**src/rtl/i2cm_pkg.sv**
```systemverilog
`default_nettype none

package i2cm_pkg;

    // Word widths on the stream ports
    localparam int IN_W   = 16;
    localparam int OUT_W  = 16;
    localparam int CNT_W  = 11;

    // Configuration register indexes
    localparam logic CFG_UNIT_TICKS  = 1'b0;
    localparam logic CFG_ACK_TIMEOUT = 1'b1;

    // Reset values of the configuration registers
    localparam logic [7:0] UNIT_TICKS_RST  = 8'd72;
    localparam logic [7:0] ACK_TIMEOUT_RST = 8'd250;

    // Bits per byte on the bus
    localparam logic [3:0] BYTE_BITS = 4'd8;

    // Delay lengths in units
    localparam logic [2:0] UNITS_1 = 3'd1;
    localparam logic [2:0] UNITS_2 = 3'd2;
    localparam logic [2:0] UNITS_4 = 3'd4;

    // Command codes
    typedef enum logic [2:0] {
        OP_NONE  = 3'd0,
        OP_START = 3'd1,
        OP_STOP  = 3'd2,
        OP_SEND  = 3'd3,
        OP_WAIT  = 3'd4,
        OP_READ  = 3'd5
    } op_t;

    // Sequencer phases
    typedef enum logic [3:0] {
        PH_IDLE     = 4'd0,
        PH_ST_HOLD  = 4'd1,
        PH_ST_LOW   = 4'd2,
        PH_SP_LOW   = 4'd3,
        PH_SP_HIGH  = 4'd4,
        PH_WA_REL   = 4'd5,
        PH_WA_CLK   = 4'd6,
        PH_WA_POLL  = 4'd7,
        PH_TX_DATA  = 4'd8,
        PH_TX_HIGH  = 4'd9,
        PH_TX_LOW   = 4'd10,
        PH_RX_LOW   = 4'd11,
        PH_RX_HIGH  = 4'd12,
        PH_AK_DRIVE = 4'd13,
        PH_AK_HIGH  = 4'd14
    } phase_t;

    // One input word, unpacked
    typedef struct packed {
        logic       sda_in;
        logic       send_ack;
        logic [7:0] tx_byte;
        logic [2:0] op;
    } item_t;

    // Configuration register values
    typedef struct packed {
        logic [7:0] unit_ticks;
        logic [7:0] ack_timeout;
    } cfg_t;

    // Sequencer state
    typedef struct packed {
        phase_t     phase;
        logic [3:0] bit_count;
        logic [7:0] shift;
        logic [CNT_W-1:0] delay;
        logic [7:0] timeout;
        logic       scl;
        logic       sda;
        logic       sda_oe;
        logic [7:0] rx;
        logic       fail;
        logic       ack_keep;
    } state_t;

    // Ticks of a delay of the given number of units
    function automatic logic [CNT_W-1:0] unit_delay(input logic [7:0] ticks,
                                                    input logic [2:0] units);
        logic [CNT_W-1:0] prod;
        prod = CNT_W'(ticks) * CNT_W'(units);
        return prod;
    endfunction

endpackage

`default_nettype wire

```
**src/rtl/i2cm_step.sv**
```systemverilog
`default_nettype none

module i2cm_step (
    input  wire i2cm_pkg::state_t cur,
    input  wire i2cm_pkg::item_t  item,
    input  wire i2cm_pkg::cfg_t   cfg,
    output i2cm_pkg::state_t      nxt,
    output logic                  done
);
    import i2cm_pkg::*;

    // Work out one tick of the bus sequence
    always_comb
    begin
        nxt  = cur;
        done = 1'b0;
        if (cur.phase == PH_IDLE)
        begin
            // Take a new command
            case (op_t'(item.op))
                OP_START:
                begin
                    nxt.sda_oe = 1'b1;
                    nxt.sda    = 1'b1;
                    nxt.scl    = 1'b1;
                    nxt.phase  = PH_ST_HOLD;
                    nxt.delay  = unit_delay(cfg.unit_ticks, UNITS_4);
                end
                OP_STOP:
                begin
                    nxt.sda_oe = 1'b1;
                    nxt.scl    = 1'b0;
                    nxt.sda    = 1'b0;
                    nxt.phase  = PH_SP_LOW;
                    nxt.delay  = unit_delay(cfg.unit_ticks, UNITS_4);
                end
                OP_SEND:
                begin
                    nxt.sda_oe    = 1'b1;
                    nxt.scl       = 1'b0;
                    nxt.sda       = item.tx_byte[7];
                    nxt.shift     = {item.tx_byte[6:0], 1'b0};
                    nxt.bit_count = 4'd1;
                    nxt.phase     = PH_TX_DATA;
                    nxt.delay     = unit_delay(cfg.unit_ticks, UNITS_2);
                end
                OP_WAIT:
                begin
                    nxt.fail    = 1'b0;
                    nxt.timeout = '0;
                    nxt.sda_oe  = 1'b0;
                    nxt.sda     = 1'b1;
                    nxt.phase   = PH_WA_REL;
                    nxt.delay   = unit_delay(cfg.unit_ticks, UNITS_1);
                end
                OP_READ:
                begin
                    nxt.sda_oe    = 1'b0;
                    nxt.scl       = 1'b0;
                    nxt.shift     = '0;
                    nxt.bit_count = '0;
                    nxt.ack_keep  = item.send_ack;
                    nxt.phase     = PH_RX_LOW;
                    nxt.delay     = unit_delay(cfg.unit_ticks, UNITS_2);
                end
                default:
                begin
                    nxt = cur;
                end
            endcase
        end
        else if (cur.phase == PH_WA_POLL ||
                 (cur.phase == PH_WA_CLK && cur.delay <= CNT_W'(1)))
        begin
            // Poll for acknowledge once per tick
            nxt.phase = PH_WA_POLL;
            if (!item.sda_in)
            begin
                nxt.scl   = 1'b0;
                nxt.phase = PH_IDLE;
                nxt.delay = '0;
                done      = 1'b1;
            end
            else if (cur.timeout >= cfg.ack_timeout)
            begin
                nxt.fail   = 1'b1;
                nxt.sda_oe = 1'b1;
                nxt.scl    = 1'b0;
                nxt.sda    = 1'b0;
                nxt.phase  = PH_SP_LOW;
                nxt.delay  = unit_delay(cfg.unit_ticks, UNITS_4);
            end
            else
            begin
                nxt.timeout = cur.timeout + 8'd1;
            end
        end
        else if (cur.delay > CNT_W'(1))
        begin
            // Count down the current segment
            nxt.delay = cur.delay - CNT_W'(1);
        end
        else
        begin
            // Segment over: apply the next step
            case (cur.phase)
                PH_ST_HOLD:
                begin
                    nxt.sda   = 1'b0;
                    nxt.phase = PH_ST_LOW;
                    nxt.delay = unit_delay(cfg.unit_ticks, UNITS_4);
                end
                PH_ST_LOW:
                begin
                    // Pull SCL low to finish the start condition
                    nxt.scl   = 1'b0;
                    nxt.phase = PH_IDLE;
                    nxt.delay = '0;
                    done      = 1'b1;
                end
                PH_SP_LOW:
                begin
                    nxt.scl   = 1'b1;
                    nxt.sda   = 1'b1;
                    nxt.phase = PH_SP_HIGH;
                    nxt.delay = unit_delay(cfg.unit_ticks, UNITS_4);
                end
                PH_WA_REL:
                begin
                    nxt.scl   = 1'b1;
                    nxt.phase = PH_WA_CLK;
                    nxt.delay = unit_delay(cfg.unit_ticks, UNITS_1);
                end
                PH_TX_DATA:
                begin
                    nxt.scl   = 1'b1;
                    nxt.phase = PH_TX_HIGH;
                    nxt.delay = unit_delay(cfg.unit_ticks, UNITS_2);
                end
                PH_TX_HIGH:
                begin
                    nxt.scl   = 1'b0;
                    nxt.phase = PH_TX_LOW;
                    nxt.delay = unit_delay(cfg.unit_ticks, UNITS_2);
                end
                PH_TX_LOW:
                begin
                    if (cur.bit_count >= BYTE_BITS)
                    begin
                        nxt.phase = PH_IDLE;
                        nxt.delay = '0;
                        done      = 1'b1;
                    end
                    else
                    begin
                        nxt.sda       = cur.shift[7];
                        nxt.shift     = {cur.shift[6:0], 1'b0};
                        nxt.bit_count = cur.bit_count + 4'd1;
                        nxt.phase     = PH_TX_DATA;
                        nxt.delay     = unit_delay(cfg.unit_ticks, UNITS_2);
                    end
                end
                PH_RX_LOW:
                begin
                    nxt.scl       = 1'b1;
                    nxt.shift     = {cur.shift[6:0], item.sda_in};
                    nxt.bit_count = cur.bit_count + 4'd1;
                    nxt.phase     = PH_RX_HIGH;
                    nxt.delay     = unit_delay(cfg.unit_ticks, UNITS_1);
                end
                PH_RX_HIGH:
                begin
                    nxt.scl = 1'b0;
                    if (cur.bit_count >= BYTE_BITS)
                    begin
                        nxt.sda_oe = 1'b1;
                        nxt.sda    = !cur.ack_keep;
                        nxt.phase  = PH_AK_DRIVE;
                    end
                    else
                    begin
                        nxt.phase = PH_RX_LOW;
                    end
                    nxt.delay = unit_delay(cfg.unit_ticks, UNITS_2);
                end
                PH_AK_DRIVE:
                begin
                    nxt.scl   = 1'b1;
                    nxt.phase = PH_AK_HIGH;
                    nxt.delay = unit_delay(cfg.unit_ticks, UNITS_2);
                end
                PH_AK_HIGH:
                begin
                    nxt.scl   = 1'b0;
                    nxt.rx    = cur.shift;
                    nxt.phase = PH_IDLE;
                    nxt.delay = '0;
                    done      = 1'b1;
                end
                default:
                begin
                    // Stop high and any stray code end here
                    nxt.phase = PH_IDLE;
                    nxt.delay = '0;
                    done      = 1'b1;
                end
            endcase
        end
    end

endmodule

`default_nettype wire

```
**src/rtl/i2c_master_bit_engine.sv**
```systemverilog
`default_nettype none

// Single-master I2C bit engine. Every input word is one tick of the bus
// sequencer and produces exactly one output word with the SCL level, the
// SDA level and enable, busy, a done pulse, the last byte read and the
// acknowledge-failure flag. A command in the op field is taken only while
// the engine is idle; delays are whole units of unit_ticks ticks. The
// engine takes one word per clock cycle while the output is not stalled; the
// word is held in the input register, then the combinational step logic
// loads its result into the output register, which sets that rate.
// A stalled output holds the input register until the result drains.
// Configuration writes are taken at any time and are meant for idle periods.
module i2c_master_bit_engine (
    input  wire                        clk,
    input  wire                        rst_n,
    // s_axis_tdata: op[2:0], tx_byte[10:3], send_ack[11], sda_in[12], zeros above
    input  wire                        s_axis_tvalid,
    output logic                       s_axis_tready,
    input  wire [i2cm_pkg::IN_W-1:0]   s_axis_tdata,
    // m_axis_tdata: scl[0], sda_level[1], sda_enable[2], busy_res[3],
    // done_res[4], rx_byte[12:5], ack_fail[13], zeros above
    output logic                       m_axis_tvalid,
    input  wire                        m_axis_tready,
    output logic [i2cm_pkg::OUT_W-1:0] m_axis_tdata,
    input  wire                        cfg_valid,
    output logic                       cfg_ready,
    input  wire                        cfg_index,
    input  wire [7:0]                  cfg_data
);
    import i2cm_pkg::*;

    logic          in_valid_reg;
    item_t         in_data_reg;
    logic          out_valid_reg;
    logic [OUT_W-1:0] out_data_reg;
    cfg_t          cfg_reg;
    state_t        st_reg;
    state_t        st_next;
    logic          done;
    logic          fire;

    // Step the held word when the output register can take its result
    assign fire          = in_valid_reg && (!out_valid_reg || m_axis_tready);
    assign s_axis_tready = !in_valid_reg || fire;
    assign cfg_ready     = 1'b1;
    assign m_axis_tvalid = out_valid_reg;
    assign m_axis_tdata  = out_data_reg;

    i2cm_step u_step (
        .cur  (st_reg),
        .item (in_data_reg),
        .cfg  (cfg_reg),
        .nxt  (st_next),
        .done (done)
    );

    // Hold the configuration registers
    always_ff @(posedge clk or negedge rst_n)
    begin
        if (!rst_n)
        begin
            cfg_reg.unit_ticks  <= UNIT_TICKS_RST;
            cfg_reg.ack_timeout <= ACK_TIMEOUT_RST;
        end
        else if (cfg_valid)
        begin
            case (cfg_index)
                CFG_UNIT_TICKS:  cfg_reg.unit_ticks  <= cfg_data;
                CFG_ACK_TIMEOUT: cfg_reg.ack_timeout <= cfg_data;
                default:         cfg_reg <= cfg_reg;
            endcase
        end
    end

    // Capture an input word
    always_ff @(posedge clk or negedge rst_n)
    begin
        if (!rst_n)
        begin
            in_valid_reg <= 1'b0;
        end
        else if (s_axis_tready)
        begin
            in_valid_reg <= s_axis_tvalid;
        end
    end

    always_ff @(posedge clk)
    begin
        if (s_axis_tready && s_axis_tvalid)
        begin
            in_data_reg <= item_t'(s_axis_tdata[12:0]);
        end
    end

    // Advance the sequencer state
    always_ff @(posedge clk or negedge rst_n)
    begin
        if (!rst_n)
        begin
            st_reg.phase     <= PH_IDLE;
            st_reg.bit_count <= '0;
            st_reg.shift     <= '0;
            st_reg.delay     <= '0;
            st_reg.timeout   <= '0;
            st_reg.scl       <= 1'b1;
            st_reg.sda       <= 1'b1;
            st_reg.sda_oe    <= 1'b1;
            st_reg.rx        <= '0;
            st_reg.fail      <= 1'b0;
            st_reg.ack_keep  <= 1'b0;
        end
        else if (fire)
        begin
            st_reg <= st_next;
        end
    end

    // Load the output word; drop valid once taken
    always_ff @(posedge clk or negedge rst_n)
    begin
        if (!rst_n)
        begin
            out_valid_reg <= 1'b0;
        end
        else if (fire)
        begin
            out_valid_reg <= 1'b1;
        end
        else if (m_axis_tready)
        begin
            out_valid_reg <= 1'b0;
        end
    end

    always_ff @(posedge clk)
    begin
        if (fire)
        begin
            out_data_reg <= {2'b00, st_next.fail, st_next.rx, done,
                             (st_next.phase != PH_IDLE), st_next.sda_oe,
                             st_next.sda, st_next.scl};
        end
    end

`ifndef SYNTHESIS
    // Idle sequencer never has a segment count pending
    a_idle_no_delay: assert property (@(posedge clk) disable iff (!rst_n)
        st_reg.phase == PH_IDLE |-> st_reg.delay == '0)
        else $error("delay count left over in idle");

    // Bit counter never runs past one byte
    a_bit_count: assert property (@(posedge clk) disable iff (!rst_n)
        st_reg.bit_count <= BYTE_BITS)
        else $error("bit count beyond one byte");

    // Acknowledge failure always starts the stop sequence
    a_fail_stop: assert property (@(posedge clk) disable iff (!rst_n)
        $rose(st_reg.fail) |-> st_reg.phase == PH_SP_LOW)
        else $error("ack failure without stop");

    // Low SDA while polling ends the command with done
    a_ack_done: assert property (@(posedge clk) disable iff (!rst_n)
        fire && st_reg.phase == PH_WA_POLL && !in_data_reg.sda_in
        |=> out_valid_reg && out_data_reg[4] && st_reg.phase == PH_IDLE)
        else $error("acknowledge did not complete the command");
`endif

endmodule

`default_nettype wire

```
**config.mk**
```make
export PLATFORM = sky130hd
export DESIGN_NAME = i2c_master_bit_engine
export DESIGN_NICKNAME = d
export VERILOG_FILES = /design/src/rtl/i2cm_pkg.sv /design/src/rtl/i2cm_step.sv /design/src/rtl/i2c_master_bit_engine.sv
export SDC_FILE = /design/constraint.sdc
export NUM_CORES = 1
export LEC_CHECK = 0
export BUFFER_PORTS_ARGS = -buffer_cell sky130_fd_sc_hd__buf_2
export CAP_MARGIN = 0
export CORE_UTILIZATION = 30
export CTS_CLUSTER_SIZE = 10
export DETAILED_ROUTE_END_ITERATION = 8
export GPL_TIMING_DRIVEN = 0
export SETUP_SLACK_MARGIN = 0.02
export SLEW_MARGIN = 15
export SYNTH_ARGS = -nofsm -noshare
export SYNTH_HDL_FRONTEND = slang
export SYNTH_HIERARCHICAL = 1
export SYNTH_SLANG_ARGS = --single-unit
export TNS_END_PERCENT = 5
```
**constraint.sdc**
```tcl
create_clock -name clk -period 8.6 [get_ports clk]
set_clock_uncertainty 0.1 [all_clocks]
set_input_delay 1.72 -clock clk [delete_from_list [all_inputs] [get_ports clk]]
set_output_delay 1.72 -clock clk [all_outputs]
set_load 0.05 [all_outputs]
```
# [Word-level counts from Yosys, hierarchy flattened]
# Cells that the tools add are included.
[totals] regBits=93 latch_bits=0 mem_bits_rw=0 mem_bits_ro=0 in_bits=30 out_inout_bits=19 wordCells=138 mem_count=0
[op_classes] addsub=3 n_mul=0 div_mod_pow=0 magnitude_cmp=4 n_eq_ne=26 shift=0 n_mux=50 n_bitwise=1 n_reduce_logical=33
[op_table] op="$mux 11" count=5
[op_table] op="$mux 8" count=6
[op_table] op="$pmux 12 s2" count=2
[op_table] op="$mux 47" count=1
[op_table] op="$pmux 11 s4" count=1
[op_table] op="$pmux 4 s9" count=1
[op_table] op="$pmux 11 s3" count=1
[op_table] op="$eq 4x4->1 const B" count=7
[op_table] op="$mux 12" count=2
[op_table] op="$pmux 4 s5" count=1
[op_table] op="$mux 16" count=1
[op_table] op="$mux 1" count=13
[op_table] op="$eq 4x3->1 const B" count=3
[op_table] op="$mux 3" count=4
[op_table] op="$mux 4" count=3
[op_table] op="$reduce_or 2->1" count=6
[op_table] op="$gt 11x1->1 const B" count=1
[op_table] op="$le 11x1->1 const B" count=1
[op_table] op="$sub 11x1->11 const B" count=1
[op_table] op="$mux 9" count=1
[op_table] op="$add 8x1->8 const B" count=1
[op_table] op="$eq 4x2->1 const B" count=2
[op_table] op="$ge 8x8->1" count=1
[op_table] op="$pmux 1 s2" count=4
[op_table] op="other kinds (31)" count=48

# [Logic depth before layout (Yosys ltp)]
[depth] word_depth=7 depth_mapped=11 ltp_nobuf=8

# [Modules after synthesis]
# The synthesis kept the hierarchy.
[by_module_without_submodules] module="i2c_master_bit_engine" instances=1 cells_each=178 area_per_inst_um2=3370.7 seq_area_each_um2=2476.1
[by_module_without_submodules] module="i2cm_step" instances=1 cells_each=404 area_per_inst_um2=2782.7 seq_area_each_um2=0.0

# [Least setup slack after synthesis]
# OpenSTA, ideal clock, no wires.
[synth_timing] path_kind="input-to-output" from="input m_axis_tready" to="output s_axis_tready" arrival_time_ns=2.203 required_time_ns=6.780 setup_slack_ns=4.577 stages=1 cell_sequence="nand3b_1"
[synth_via] elab_chain_len=3
[synth_lines] element="start, declared" line_no="i2c_master_bit_engine.sv:23" source="input wire m_axis_tready,"
[synth_lines] element="$logic_or 1x1->1" line_no="i2c_master_bit_engine.sv:43" source="assign fire = in_valid_reg && (!out_valid_reg || m_axis_tready);"
[synth_lines] element="$logic_and 1x1->1" line_no="i2c_master_bit_engine.sv:43"
[synth_lines] element="$logic_or 1x1->1" line_no="i2c_master_bit_engine.sv:44" source="assign s_axis_tready = !in_valid_reg || fire;"
[synth_lines] element="end, declared" line_no="i2c_master_bit_engine.sv:18" source="output logic s_axis_tready,"
# No other way between the ends.

# [Worst setup path after layout]
# Ends and elaborated chain as after synthesis.

==> results.md <==
* Post-synth cell types at 77
* Vias in the first global route at about 4.8k
* Largest net degree at the start of global routing at 44
* Max reg flops at 48
* Row count at 52
* Ys flop type: dfrtp_1
* Detailed Place HPWL at about 12 mm
* Yosys reg bits at 93
* I/O pins at 49
* Warnings from Yosys at 6
* Routed Antenna Nets at 0
* Synth Cell Area at 0.006153 mm²
* Count leader, synth: mux2_2
* Worst-path fanout max at 3
* Final setup violating endpoints at 0
* Max IR drop VDD at approximately 0.00012 V
* Startpoint Class: primary input
* Drt first-iter violations at between 300 and 400
* Arr. time, crit path at roughly 2.3 ns
* Clk buf depth at 2
* Clock Root Buffer: clkbuf_16
* GRT Overall Usage at 15.56%
* First-pass detailed-route iteration total at 5
* Final wirelength at around 16 mm
* Core area at 0.02017 mm²
* Starting density of the core at between 30% and 40%
* Final net count at 680
* GRT overflow at 0
* Maxcap violations at 0
* Post-synthesis area per instance at approximately 11 µm²
* Worst skew pair latency at around 0.36 ns
* Register area share after synthesis at 40.24%
* Hold_buf cts at 0
* Ys async rst share at between 70% and 80%
* Fmax at about 250 MHz
* Post-synth EDFFs at 27
* N_diodes at 0
* Rel. slew slack at around a third
* Die width at 145.2 µm
* CTS Buf Count at 9
* IO Port Bufs at 42
* Clk slew on worst S/H paths at ~0.06 ns
* DIE AREA at around 0.021 mm²
* Final hold violations at 0
* Synth-to-layout area growth at 13.81%
* Final TNS setup at 0 ns
* Outcome: finished clean
* Synth top cells by count: mux2_2, dfrtp_1, nand2_1
* DRC violations left at 0
* Routed wire length per instance at between 15 and 20 µm
* Post-CTS setup buffer count at 0
* Tightest Pin Transition at around 1.0 ns
* Post-Route Hold Slack at roughly 0.40 ns
* CTS H-tree lvls at 3
* Tightest Hold Check Type: reg2reg
* Vias per cell at 5.346
* Fin. max-slew vios at 0
* Clock sinks at 93
* Most area-consuming cells after synthesis: dfrtp_1, edfxtp_1, mux2_2
* Post_cts resized at 0
* DIE HEIGHT at around 150 µm
* Layout cells sized above 1 at approximately 28%
* Yosys top cell by area: dfrtp_1
* Final Wtd Congestion at 0.9261
* Crit path required time at around 6.8 ns
* Post-synthesis cell count at 582
* Total vias in the final route at between 4k and 5k
* Initial antenna violation count at 0
* Pwr per Cell Area at between 200 and 300 mW/mm²
* Post-synth top area share at 22.37%
* Final period utilization at roughly 47%
* Kind of critical path: in2out
* RSZ-0062 raised after global routing: false
* CP endpoint kind: output port
* First-pass GRT wire length at roughly 26 mm
* Tmin final at 4.065 ns
* CTS tree: done
* LEAKAGE at around 2.8 nW
==> path summary, 6_finish.rpt <==
| check | from | to | slack [ns] | depth (start not counted) |
|---|---|---|---|---|
| worst max-delay path | m_axis_tready | s_axis_tready | 4.53 | 3 |
| worst min-delay path | st_reg[6] | st_reg[6] | 0.40 | 1 |
| worst max register to register | st_reg[22] | m_axis_tdata[3] | 5.24 | 10 |
| worst min register to register | st_reg[6] | st_reg[6] | 0.40 | 1 |
| max in group asynchronous | rst_n | st_reg[11] | 6.63 | 2 |
| min in group asynchronous | rst_n | cfg_reg[15] | 1.17 | 1 |
==> area by class of cell <==
type                    instances  area, µm²
well taps                     270      337.8
plain buffers                  50      247.7
fillers                      2097      13170
multi-input cells             417       3347
repair buffers                 43      240.2
inverters                      23      86.33
clock buffers                  11      232.7
clock inverters                 5      35.03
flip-flops and latches         93       2476
==> routing by layer <==
layer	vias up	GRT usage [%]	wire, µm
li1	2324	-	-
met3	32	2.956	700
met4	0	6.895	437
met2	138	24.11	7242
met5	-	0	0
met1	2382	21.02	7397
==> through the flow <==
stage	util, %	cells	area (µm²)	worst slack (ns)	power, mW
after floorplan	-	583	6157	4.577	1.299
after global placement	33.24	895	6705	4.542	1.505
after detailed placement	33.39	896	6735	4.534	1.514
after CTS	34.72	912	7003	4.528	1.889
after global routing	34.72	912	7003	4.493	2.015
final	34.72	912	7003	4.535	1.885
==> cell usage in the layout (no fill, tap or decap), types with 7 or more instances in the layout <==
cell,instances
o211ai_1,20
buf_1,7
dfrtp_1,55
a22o_1,8
clkbuf_16,9
inv_1,23
a221o_1,8
nand3_1,9
o21ai_0,20
o22ai_1,10
mux2i_1,21
mux2_2,70
o221ai_1,7
mux2_4,9
nand2b_1,8
buf_2,49
o31ai_1,8
a21oi_1,24
clkbuf_1,27
ha_1,13
nor2_1,17
a221oi_1,9
nand2_1,38
dfstp_2,11
edfxtp_1,27
==> logic make-up (layout without fill, tap and decap cells) <==
family                   after synthesis  count (layout)  share of synthesized area [%]
buffers and inverters                 73             132                          5.429
adder cells (fa/ha/maj)               14              14                          2.806
XOR/XNOR                               7               7                         0.9964
multiplexers                         101             101                          18.61
other                                  2               3                         0.1220
AND/OR/NAND/NOR                      128             128                          12.22
AO/OA/AOI/OAI                        164             164                          19.58
flip-flops                            93              93                          40.24
==> power by group <==
part	total, mW	internal, mW	switching (mW)	leakage, nW
Clock	0.365	0.196	0.168	0.130
Sequential	0.681	0.564	0.117	1.08
Combinational	0.839	0.359	0.480	1.63
==> worst max-delay path, stage by stage <==
cell	delay, ns
buf_2	0.11
nand3b_1	0.18
buf_2	0.24
Note: power is estimated with default switching activity, not from simulation.
